$ cat config.mk
export PLATFORM = sky130hd
export DESIGN_NAME = two_class_priority_queue_flat
export DESIGN_NICKNAME = d
export VERILOG_FILES = /design/src/rtl/tcpq_pkg.sv /design/src/rtl/tcpq_req_if.sv /design/src/rtl/tcpq_rsp_if.sv /design/src/rtl/tcpq_ram.sv /design/src/rtl/tcpq_ctrl.sv /design/src/rtl/tcpq_dp.sv /design/src/rtl/two_class_priority_queue.sv /design/src/flat_wrapper.sv
export SDC_FILE = /design/constraint.sdc
export NUM_CORES = 1
export LEC_CHECK = 0
export BUFFER_PORTS_ARGS = -buffer_cell sky130_fd_sc_hd__buf_2
export CAP_MARGIN = 25
export CORE_UTILIZATION = 25
export DETAILED_ROUTE_END_ITERATION = 8
export MAX_ROUTING_LAYER = met4
export SLEW_MARGIN = 20
export SYNTH_ARGS = -nofsm -noshare
export SYNTH_HDL_FRONTEND = slang
export SYNTH_HIERARCHICAL = 1
export SYNTH_SLANG_ARGS = --single-unit
export TNS_END_PERCENT = 50
$ cat constraint.sdc
create_clock -name clk -period 5.4 [get_ports clk]
set_clock_uncertainty 0.2 [all_clocks]
set_input_delay 1.08 -clock clk [delete_from_list [all_inputs] [get_ports clk]]
set_output_delay 1.08 -clock clk [all_outputs]
set_load 0.02 [all_outputs]
$ cat src/rtl/tcpq_pkg.sv
`timescale 1ns / 1ps
package tcpq_pkg;

  // Operation codes
  localparam logic OP_ARRIVE = 1'b0;
  localparam logic OP_SERVE  = 1'b1;

  localparam int STATUS_BITS = 3;
  typedef logic [STATUS_BITS-1:0] status_t;

  localparam status_t STATUS_ACCEPTED       = 3'd0;
  localparam status_t STATUS_DROPPED        = 3'd1;
  localparam status_t STATUS_SERVED_URGENT  = 3'd2;
  localparam status_t STATUS_SERVED_REGULAR = 3'd3;
  localparam status_t STATUS_EMPTY          = 3'd4;

  // Controller to datapath
  typedef struct packed {
    logic arrive;   // arrive transfer this cycle
    logic serve;    // serve transfer this cycle
    logic finish;   // read data of a serve is ready, load the result
  } cmd_t;

  // Datapath to controller
  typedef struct packed {
    logic urgent_busy;
    logic regular_busy;
  } sts_t;

endpackage

$ cat src/rtl/tcpq_req_if.sv
`timescale 1ns / 1ps
interface tcpq_req_if #(
  parameter int ID_BITS = 32
) ();
  logic               valid;
  logic               ready;
  logic               opcode;
  logic               urgent;
  logic [ID_BITS-1:0] item_id;

  modport source (output valid, output opcode, output urgent, output item_id, input ready);
  modport sink   (input valid, input opcode, input urgent, input item_id, output ready);
endinterface

$ cat src/rtl/tcpq_rsp_if.sv
`timescale 1ns / 1ps
interface tcpq_rsp_if import tcpq_pkg::*; #(
  parameter int ID_BITS = 32
) ();
  logic               valid;
  logic               ready;
  status_t            status;
  logic [ID_BITS-1:0] served_id;

  modport source (output valid, output status, output served_id, input ready);
  modport sink   (input valid, input status, input served_id, output ready);
endinterface

$ cat src/rtl/tcpq_ram.sv
`timescale 1ns / 1ps
module tcpq_ram #(
  parameter int WIDTH = 32,
  parameter int DEPTH = 16
) (
  input  logic                     clk,
  input  logic                     we,
  input  logic [$clog2(DEPTH)-1:0] waddr,
  input  logic [WIDTH-1:0]         wdata,
  input  logic                     re,
  input  logic [$clog2(DEPTH)-1:0] raddr,
  output logic [WIDTH-1:0]         rdata
);

  logic [WIDTH-1:0] mem [DEPTH];

  always_ff @(posedge clk) begin
    if (we) begin
      mem[waddr] <= wdata;
    end
    if (re) begin
      rdata <= mem[raddr];
    end
  end

endmodule

$ cat src/rtl/tcpq_ctrl.sv
`timescale 1ns / 1ps
module tcpq_ctrl import tcpq_pkg::*; (
  input  logic clk,
  input  logic rst,
  input  logic req_valid,
  input  logic req_opcode,
  output logic req_ready,
  output logic rsp_valid,
  input  logic rsp_ready,
  output cmd_t cmd,
  input  sts_t sts
);

  localparam logic S_IDLE = 1'b0;
  localparam logic S_READ = 1'b1;

  logic state, state_next;
  logic valid, valid_next;
  logic accept;
  logic hit;
  logic load;

  // Take a new item only in the idle state when the result slot is free or drains now.
  assign req_ready = (state == S_IDLE) && (!valid || rsp_ready);
  assign accept    = req_valid && req_ready;
  assign hit       = sts.urgent_busy || sts.regular_busy;

  assign cmd.arrive = accept && (req_opcode == OP_ARRIVE);
  assign cmd.serve  = accept && (req_opcode == OP_SERVE);
  assign cmd.finish = (state == S_READ);

  assign load      = cmd.arrive || (cmd.serve && !hit) || cmd.finish;
  assign rsp_valid = valid;

  always_comb begin
    state_next = state;
    unique case (state)
      S_IDLE: begin
        if (cmd.serve && hit) begin
          state_next = S_READ;
        end
      end
      S_READ: begin
        state_next = S_IDLE;
      end
      default: begin
        state_next = S_IDLE;
      end
    endcase
  end

  always_comb begin
    if (load) begin
      valid_next = 1'b1;
    end else if (rsp_ready) begin
      valid_next = 1'b0;
    end else begin
      valid_next = valid;
    end
  end

  always_ff @(posedge clk) begin
    if (rst) begin
      state <= S_IDLE;
      valid <= 1'b0;
    end else begin
      state <= state_next;
      valid <= valid_next;
    end
  end

endmodule

$ cat src/rtl/tcpq_dp.sv
`timescale 1ns / 1ps
module tcpq_dp import tcpq_pkg::*; #(
  parameter int DEPTH   = 16,
  parameter int ID_BITS = 32
) (
  input  logic               clk,
  input  logic               rst,
  input  cmd_t               cmd,
  output sts_t               sts,
  input  logic               urgent,
  input  logic [ID_BITS-1:0] item_id,
  output status_t            status,
  output logic [ID_BITS-1:0] served_id
);

  localparam int ADDR_BITS = $clog2(DEPTH);
  localparam int CNT_BITS  = $clog2(DEPTH + 1);

  typedef logic [ADDR_BITS-1:0] ptr_t;
  typedef logic [CNT_BITS-1:0]  cnt_t;

  ptr_t u_head, u_tail, r_head, r_tail;
  cnt_t u_count, r_count;
  logic pick_urgent;
  logic u_full, r_full;
  logic push_u, push_r, pop_u, pop_r;
  logic [ID_BITS-1:0] u_rdata, r_rdata;

  function automatic ptr_t advance(input ptr_t p);
    advance = (p == ptr_t'(DEPTH - 1)) ? '0 : p + 1'b1;
  endfunction

  assign u_full = (u_count == cnt_t'(DEPTH));
  assign r_full = (r_count == cnt_t'(DEPTH));

  assign sts.urgent_busy  = (u_count != '0);
  assign sts.regular_busy = (r_count != '0);

  assign push_u = cmd.arrive && urgent && !u_full;
  assign push_r = cmd.arrive && !urgent && !r_full;
  assign pop_u  = cmd.serve && sts.urgent_busy;
  assign pop_r  = cmd.serve && !sts.urgent_busy && sts.regular_busy;

  tcpq_ram #(.WIDTH(ID_BITS), .DEPTH(DEPTH)) u_urgent_ram (
    .clk   (clk),
    .we    (push_u),
    .waddr (u_tail),
    .wdata (item_id),
    .re    (pop_u),
    .raddr (u_head),
    .rdata (u_rdata)
  );

  tcpq_ram #(.WIDTH(ID_BITS), .DEPTH(DEPTH)) u_regular_ram (
    .clk   (clk),
    .we    (push_r),
    .waddr (r_tail),
    .wdata (item_id),
    .re    (pop_r),
    .raddr (r_head),
    .rdata (r_rdata)
  );

  always_ff @(posedge clk) begin
    if (rst) begin
      u_head  <= '0;
      u_tail  <= '0;
      u_count <= '0;
      r_head  <= '0;
      r_tail  <= '0;
      r_count <= '0;
    end else begin
      if (push_u) begin
        u_tail  <= advance(u_tail);
        u_count <= u_count + cnt_t'(1);
      end
      if (push_r) begin
        r_tail  <= advance(r_tail);
        r_count <= r_count + cnt_t'(1);
      end
      if (pop_u) begin
        u_head  <= advance(u_head);
        u_count <= u_count - cnt_t'(1);
      end
      if (pop_r) begin
        r_head  <= advance(r_head);
        r_count <= r_count - cnt_t'(1);
      end
    end
  end

  // Result payload; the controller loads it only into a free slot.
  always_ff @(posedge clk) begin
    if (cmd.serve) begin
      pick_urgent <= sts.urgent_busy;
    end
    if (cmd.arrive) begin
      status    <= (urgent ? u_full : r_full) ? STATUS_DROPPED : STATUS_ACCEPTED;
      served_id <= '0;
    end else if (cmd.serve && !sts.urgent_busy && !sts.regular_busy) begin
      status    <= STATUS_EMPTY;
      served_id <= '0;
    end else if (cmd.finish) begin
      status    <= pick_urgent ? STATUS_SERVED_URGENT : STATUS_SERVED_REGULAR;
      served_id <= pick_urgent ? u_rdata : r_rdata;
    end
  end

endmodule

$ cat src/rtl/two_class_priority_queue.sv
`timescale 1ns / 1ps
// Strict-priority queue with an urgent and a regular FIFO of item identifiers.
// Channels: req (sink) carries opcode, urgent and item_id; rsp (source) carries
// status and served_id. Each side moves one item per transfer (valid & ready).
// An arrive appends item_id to the queue picked by urgent, or is dropped with
// status DROPPED when that queue already holds DEPTH entries. A serve pops the
// oldest urgent entry, else the oldest regular entry, else answers EMPTY.
// Every request gives exactly one response, in request order.
// Response timing: arrive and empty serve show their response in the cycle after
// the request transfer; a serve that pops passes through the read state first,
// because the queue storage has a registered read port.
// Throughput: one item per cycle for arrives and empty serves while rsp.ready is
// high; a popping serve holds req.ready low in its read state. The response
// register lets a new request in during the same cycle its previous result is
// taken; while a result waits untaken, req.ready stays low.
// Stall: rsp holds valid and payload until rsp.ready is seen.
// Reset (rst, synchronous): both queues become empty and all pointers return
// to zero; storage contents are not cleared, none is needed.
module two_class_priority_queue import tcpq_pkg::*; #(
  parameter int DEPTH   = 16,
  parameter int ID_BITS = 32
) (
  input logic        clk,
  input logic        rst,
  tcpq_req_if.sink   req,
  tcpq_rsp_if.source rsp
);

  cmd_t cmd;
  sts_t sts;

  // Sequencing: request admission, read wait and response valid.
  tcpq_ctrl u_ctrl (
    .clk        (clk),
    .rst        (rst),
    .req_valid  (req.valid),
    .req_opcode (req.opcode),
    .req_ready  (req.ready),
    .rsp_valid  (rsp.valid),
    .rsp_ready  (rsp.ready),
    .cmd        (cmd),
    .sts        (sts)
  );

  // Queue pointers, counts, storage and the response payload register.
  tcpq_dp #(.DEPTH(DEPTH), .ID_BITS(ID_BITS)) u_dp (
    .clk       (clk),
    .rst       (rst),
    .cmd       (cmd),
    .sts       (sts),
    .urgent    (req.urgent),
    .item_id   (req.item_id),
    .status    (rsp.status),
    .served_id (rsp.served_id)
  );

endmodule

$ cat src/flat_wrapper.sv
// flat-port wrapper written by rule: the top's interface ports become plain ports
module two_class_priority_queue_flat import tcpq_pkg::*;
#(
  parameter int DEPTH   = 16,
  parameter int ID_BITS = 32
)
  (clk, rst, req_valid, req_opcode, req_urgent, req_item_id, req_ready, rsp_valid, rsp_status, rsp_served_id, rsp_ready);
  tcpq_req_if #(.ID_BITS(ID_BITS)) req_i ();
  tcpq_rsp_if #(.ID_BITS(ID_BITS)) rsp_i ();
  input logic clk;
  input logic rst;
  input wire logic [$bits(req_i.valid)-1:0] req_valid;
  input wire logic [$bits(req_i.opcode)-1:0] req_opcode;
  input wire logic [$bits(req_i.urgent)-1:0] req_urgent;
  input wire logic [$bits(req_i.item_id)-1:0] req_item_id;
  output wire logic [$bits(req_i.ready)-1:0] req_ready;
  output wire logic [$bits(rsp_i.valid)-1:0] rsp_valid;
  output wire logic [$bits(rsp_i.status)-1:0] rsp_status;
  output wire logic [$bits(rsp_i.served_id)-1:0] rsp_served_id;
  input wire logic [$bits(rsp_i.ready)-1:0] rsp_ready;
  assign req_i.valid = req_valid;
  assign req_i.opcode = req_opcode;
  assign req_i.urgent = req_urgent;
  assign req_i.item_id = req_item_id;
  assign req_ready = req_i.ready;
  assign rsp_valid = rsp_i.valid;
  assign rsp_status = rsp_i.status;
  assign rsp_served_id = rsp_i.served_id;
  assign rsp_i.ready = rsp_ready;
  two_class_priority_queue #(.DEPTH(DEPTH), .ID_BITS(ID_BITS)) u_core (.clk(clk), .rst(rst), .req(req_i), .rsp(rsp_i));
endmodule
### Word-level counts from Yosys, hierarchy flattened

Memory sizes are Yosys's and may differ from the RTL's. A register that Yosys moved wholly into a read port is not among the register bits.
Cells that the tools add are included.

* flip-flop bits (word level): 64
* RAM bits: 1024
* word-level logic and storage cells: 84
* memories kept: 2

Memory list
* u_core.u_dp.u_regular_ram.mem: depth 16, width 32, rd ports 1, clocked after memory_dff 1, write ports 1, RTL line tcpq_ram.sv:15 `logic [WIDTH-1:0] mem [DEPTH];`
* u_core.u_dp.u_urgent_ram.mem: depth 16, width 32, rd ports 1, clocked after memory_dff 1, write ports 1, RTL line tcpq_ram.sv:15

* $add $sub $neg: 8
* equal/unequal tests: 6
* multiplexer cells: 23
* bitwise gates (word level): 2
* reductions and logical operators: 32

Operators by type and width (number)
* two-way mux 32 bit: 1
* two-way mux 5 bit: 4
* adder 4 x 1 -> 4 bit, second input constant: 4
* equality test 4 bit, second input constant: 4
* two-way mux 4 bit: 4
* logical AND 1 bit: 14
* adder 5 x 1 -> 5 bit, second input constant: 2
* equality test 5 bit, second input constant: 2
* two-way mux 1 bit: 10
* nonzero test 5 bit: 2
* subtractor 5 x 1 -> 5 bit, second input constant: 2
* two-way mux 3 bit: 3
* logical NOT 1 bit: 7
* nonzero test 2 bit: 3
* logical OR 1 bit: 4
* nonzero test 3 bit: 1
* NOT 1 bit: 2
* case mux 1 bit (2 select lines): 1
* OR reduction 2 bit: 1

### Logic depth before layout (Yosys ltp)

Gate-level depths: netlist of the first run.

* depth after elaboration: 9
* gate-level depth with buffers: 12

### Cells and area by module

Netlist of the first run, hierarchy kept.

Modules (own cells, without submodules)
* tcpq_ram: instances 2, cells an instance 838, area each 20174.3 sq um
* tcpq_dp: instances 1, cells an instance 325, area each 3031.7 sq um
* tcpq_ctrl: instances 1, cells an instance 13, area each 106.4 sq um

### Worst setup path before layout of the first run

Ideal clock, no wire load.

* path kind: input port to flip-flop
* start point: input port rsp_ready
* end point: memory u_core.u_dp.u_urgent_ram.mem[0][0], enable pin
* library setup time: 0.461 ns
* arrival: 5.001 ns
* setup slack: -0.262 ns
* stages: 7
* buffers on the path: 0
* cells stage by stage: inv_1 a211o_1 nor2_1 nand2_1 a21oi_1 or3b_2 nor3_1

RTL lines
* start: declaration: RTL line flat_wrapper.sv:20 `input wire logic [$bits(rsp_i.ready)-1:0] rsp_ready;`
* end: declaration: RTL line tcpq_ram.sv:15

==> results of run 1 <==
## Yosys cell counts, types with 9 or more instances
cell type  count  area, um^2
a211oi_1      33         248
a21oi_1       10        50.1
a22oi_1      129         968
buf_1         19        71.3
buf_2         13        65.1
buf_4         23         173
clkbuf_1      53         199
dfxtp_1       60        1200
edfxtp_1    1092       32800
inv_1          9        33.8
mux2i_1       43         430
mux4_2       256        5770
nand2_1       87         327
nand3_1        9        45.0
nor2_1        80         300
nor3_1         9        45.0
## logic make-up after synthesis
family	after synthesis	synth area share (%)
flops	1152	78.2
mux	300	14.3
simple gates	219	2.22
compound gates	201	3.48
buf+inv	123	1.38
xor+xnor	10	0.201
fa+ha+maj	9	0.276
## worst paths after layout
check                                                     to  slack (ns)
max          u_core/u_dp/u_regular_ram/mem[10][12]$_DFFE_PP_        1.72
min                    u_core/u_dp/served_id[6]$_SDFFE_PP0P_        0.29
max reg2reg  u_core/u_dp/u_regular_ram/mem[10][12]$_DFFE_PP_        1.91
min reg2reg            u_core/u_dp/served_id[6]$_SDFFE_PP0P_        0.29
## per-stage QoR
stage | cells | util, % | cell area (um^2) | hold WS [ns] | setup TNS (ns)
3_5_place_dp | 4347 | 27.4 | 47200 | 0.282 | 0
5_1_grt | 4564 | 29.5 | 50800 | 0.311 | 0
6_report | 4567 | 29.5 | 50800 | 0.285 | 0
3_3_place_gp | 4347 | 27.4 | 47200 | 0.274 | 0
4_1_cts | 4557 | 29.5 | 50800 | 0.290 | 0
2_1_floorplan | 2014 | - | 43500 | 0.257 | -7.36
## worst min-delay path: stages, from the launching register on
cell and delay [ns]:
dfxtp_1 0.31, nor2_1 0.08, a211oi_1 0.05
## report_power, final
group | internal (W) | switching [W]
Sequential | 0.00992 | 0.000177
Combinational | 0.000441 | 0.000767
Clock | 0.00431 | 0.00337
## per-layer routing
metal	track usage, %	share of wire (%)
met3	1.98	6.9
met1	17.7	43
met4	3.29	2.0
met5	-	0
met2	20.3	48
## flip-flops by register name (all words and copies together) (netlist names)
| register | count |
|---|---|
| u_core/u_dp/u_regular_ram/rdata | 32 |
| u_core/u_dp/served_id | 32 |
| u_core/u_dp/status | 3 |
| u_core/u_dp/u_tail | 4 |
| u_core/u_ctrl/rsp_valid | 1 |
| u_core/u_dp/u_count | 5 |
| u_core/u_dp/u_urgent_ram/mem | 512 |
| u_core/u_dp/r_tail | 4 |
| u_core/u_dp/u_head | 4 |
| u_core/u_dp/u_urgent_ram/rdata | 32 |
| u_core/u_ctrl/state | 1 |
| u_core/u_dp/pick_urgent | 1 |
| u_core/u_dp/r_count | 5 |
| u_core/u_dp/r_head | 4 |
| u_core/u_dp/u_regular_ram/mem | 512 |
## layout make-up
| type | count | area, um^2 |
|---|---|---|
| clock buffer | 138 | 2970 |
| antenna | 10 | 25.0 |
| fill | 16554 | 121000 |
| multi-input combinational | 739 | 9170 |
| sequential | 1152 | 34000 |
| clock inverter | 72 | 642 |
| inverter | 10 | 37.5 |
| timing repair buffer | 136 | 1070 |
| tap | 2310 | 2890 |
==> flow_summary.toml, run 1 <==
[logic_synthesis]
yosys_warnings = 6
async_reset_ff_share_pct = 0
synth_area_um2 = 43500
ys_seq_elements = 1152
synth_ff_type = "edfxtp_1"
syn_nets = 2061
ys_types = 53
ys_seq_area_share_pct = 78.2
syn_inst = 2014
synth_edf_count = 1092
synth.avg_cell_area_um2 = 21.6

[die]
initial_core_util_pct = 25.3
std_cell_rows = 152
core_area_um2 = 172000
die_height_um = 419
die_area_um2 = 176000
chipWidth_um = 419
io_pins = 75

[timing]
period_share_pct = 68.1
grt_setup_unrepaired = "no"
timing.fmax_mhz = 272
slew_violations = 0
period_minus_slack_ns = 3.68
hold_viol_final = 0
fin_ws_ns = 1.72
worst_slew_pin_slew_ns = 1.01
setup_viol = 0
max_slew_margin_pct = 32.4

[critical_path]
cp.buffers_inverters = 5
cp-end-kind = "flip-flop"
required_ns = 5.61
crit_start = "rsp_ready"
r2r_cells = 9
cp.arrival_ns = 3.89
r2r_start = "u_core/u_ctrl/rsp_valid$_SDFFE_PP0P_"
critPathKind = "in -> reg"
cp_top_family = "simple AND/OR/NAND/NOR gates"
cp-start-kind = "input pin"
cpPeakStageDelay_ns = 0.55
cp.depth = 11
cp_cell_sequence = "buf_2, inv_1, a211o_1, nor2_1, buf_4, nand2b_1, a21oi_1, buf_4, nand3b_1, nor2_4, buf_12"
crit_path_top_delay_cell = "nor2_4"
critPathMaxFanout = 21
worst_path_most_repeated_cell = "buf_4"

[layout]
layout-drive-gt1-share_pct = 27.2
final_cell_mix = "edfxtp_1 (1,092), mux4_2 (256), a22oi_1 (129)"
mostFrequentLayoutCell = "edfxtp_1"
finalNetCount = 2198
area_growth_pct = 16.9

[worst_hold_path]
hold_depth = 2
min_from = "u_core/u_dp/served_id[6]$_SDFFE_PP0P_"
hp-class = "reg -> reg"

[grt]
grt_pass1_wl_mm = 157
overflow = 0
grt_usage_pct = 13.0
grt_pass1_vias = 20503
grt_max_degree = 68
antenna_found_initial = 13

[drt]
vias_per_cell = 4.55
drt_drc_violations_left = 0
wirelength_mm = 112
first_iter_violations = 2280
vias = 20773
first_pass_iters = 5
ant_nets = 0
wl_per_cell_um = 24.4

[placement]
port_buffers = 74
place_ws_ns = 1.02
place.gp.congestion = 0.819
hpwl_mm = 69.7

[clock_network]
clk_latency_ns = 0.72
post_cts_buffers = 0
cts-root-buf = "clkbuf_16"
clk_pin_slew_worst_paths_ns = 0.06
post_cts_resize_count = 0
clock_path_buffers = 3
tritoncts = "built"
cts_buffers = 112
ctsHoldBuffers = 0
cts.sinks = 1152
cts.htree.levels = 3

[power_and_ir_drop]
ir_worst_vdd_v = 0.000259
power_density_nw_per_um2 = 374
p_leak_nw = 15.3
power_w = 0.0190

[outcome]
status = "complete, no violations"

[run]
cap_viol_max_count = 0
Power figures use the tool's default switching activity.
==> inputs of run 2 (changes only) <==
- clock period: 5.4 -> 3.8 ns (I/O delays scaled with it)
==> run 2 against run 1 <==
Critical path depth down 3. Sequential power rose by 42%. Setup slack got worse by 1.1 ns. Combinational power up 42%. Largest power group unchanged.
==> flow_summary.toml, run 2 (synthesis gave the netlist of run 1 again) <==
[critical_path]
cp-end-kind = "flip-flop"
cp.arrival_ns = 3.54
cpPeakStageDelay_ns = 0.78
critPathKind = "reg -> reg"
crit_path_top_delay_cell = "or4_1"
critPathMaxFanout = 7
required_ns = 4.18
cp_cell_sequence = "or4_1, o21ai_4, inv_2, ha_1, nor2b_1, o21a_1, o31ai_1, mux2_2"
cp-start-kind = "flip-flop"

[outcome]
status = "complete, no violations"

[placement]
place.gp.congestion = 0.799
hpwl_mm = 67.9
port_buffers = 74

[clock_network]
cts-root-buf = "clkbuf_16"
clock_path_buffers = 3
clk_pin_slew_worst_paths_ns = 0.07
post_cts_resize_count = 0
clk_latency_ns = 0.72
cts.htree.levels = 3
post_cts_buffers = 0
cts.sinks = 1152
cts_buffers = 114
ctsHoldBuffers = 0
tritoncts = "built"

[layout]
fillers = 16516
reg_top3 = "u_core/u_dp/u_regular_ram/mem (512), u_core/u_dp/u_urgent_ram/mem (512)"
fin_util_pct = 30.0
final_cell_mix = "edfxtp_1 (1,092), mux4_2 (256), a22oi_1 (129)"
layout-drive-gt1-share_pct = 28.8
regArea_um2 = 34000
multiInputGateArea_um2 = 9230
finalNetCount = 2254
mostFrequentLayoutCell = "edfxtp_1"
area_growth_pct = 18.8

[drt]
first_pass_iters = 7
ant_nets = 0
first_iter_violations = 2041
wl_per_cell_um = 23.5
drt_drc_violations_left = 0
vias = 20805
vias_per_cell = 4.50
wirelength_mm = 109

[die]
core_area_um2 = 172000
die_height_um = 419
initial_core_util_pct = 25.3
std_cell_rows = 152
chipWidth_um = 419
io_pins = 75
die_area_um2 = 176000

[grt]
grt_max_degree = 52
antenna_found_initial = 11
grt_usage_pct = 12.7
grt_pass1_vias = 20840
grt_pass1_wl_mm = 156
overflow = 0

[run]
cap_viol_max_count = 0

[timing]
period_share_pct = 83.2
period_minus_slack_ns = 3.16
slew_violations = 0
setup_viol = 0
max_slew_margin_pct = 37.6
setup_tns_ns = 0
worst_slew_pin_slew_ns = 0.936
timing.fmax_mhz = 316
hold_viol_final = 0
grt_setup_unrepaired = "no"

[power_and_ir_drop]
power_w = 0.0268
power_density_nw_per_um2 = 519
ir_worst_vdd_v = 0.000384
p_leak_nw = 15.6

[worst_hold_path]
hp-class = "in -> reg"
run 2: metrics by stage:
stage / worst slack (ns) / cell area (um^2) / std cells / hold WS (ns)
floorplan: -0.352 / 43600 / 2014 / 0.257
global placement: 0.322 / 48100 / 4401 / 0.274
detailed placement: 0.342 / 48100 / 4401 / 0.276
CTS: 0.590 / 51600 / 4612 / 0.0709
global route: 0.465 / 51700 / 4619 / 0.107
finish: 0.639 / 51700 / 4622 / 0.121
run 2: area by class of cell:
cell class | instances | share of cell area [%]
antenna | 10 | 0.0484
clock buffer | 141 | 5.78
clock inverter | 70 | 1.16
inverter | 10 | 0.0726
multi-input combinational | 739 | 17.9
sequential | 1152 | 65.8
tap | 2310 | 5.59
timing repair buffer | 190 | 3.66
run 2: critical path, delay by kind of cell, from the launching register on:
| kind | cells | cell delay (ns) |
|---|---|---|
| simple gates | 2 | 0.93 |
| compound gates | 3 | 0.77 |
| flops | 1 | 0.35 |
| fa+ha+maj | 1 | 0.33 |
| buf+inv | 1 | 0.10 |
| mux | 1 | 0.36 |
run 2: power breakdown:
part	internal (W)	total, W	switching (W)	leakage (nW)
sequential	0.0141	0.0143	0.000192	10.3
clock	0.00605	0.0108	0.00477	1.74
combinational	0.000659	0.00172	0.00106	3.52
run 2: path summary, 6_finish.rpt:
path	from	to	slack [ns]	cells after the start
setup / recovery	u_core/u_dp/u_count[0]$_SDFFE_PP0P_	u_core/u_dp/u_count[4]$_SDFFE_PP0P_	0.64	8
hold / removal	req_valid	u_core/u_ctrl/rsp_valid$_SDFFE_PP0P_	0.12	3
setup reg to reg	u_core/u_dp/u_count[0]$_SDFFE_PP0P_	u_core/u_dp/u_count[4]$_SDFFE_PP0P_	0.64	8
hold reg to reg	u_core/u_dp/served_id[7]$_SDFFE_PP0P_	u_core/u_dp/served_id[7]$_SDFFE_PP0P_	0.28	2
run 2: layer usage:
layer | global-route usage [%] | routed length [um]
met1 | 16.4 | 45500
met2 | 20.3 | 53500
met3 | 2.18 | 6660
met4 | 4.22 | 3140
met5 | - | 0
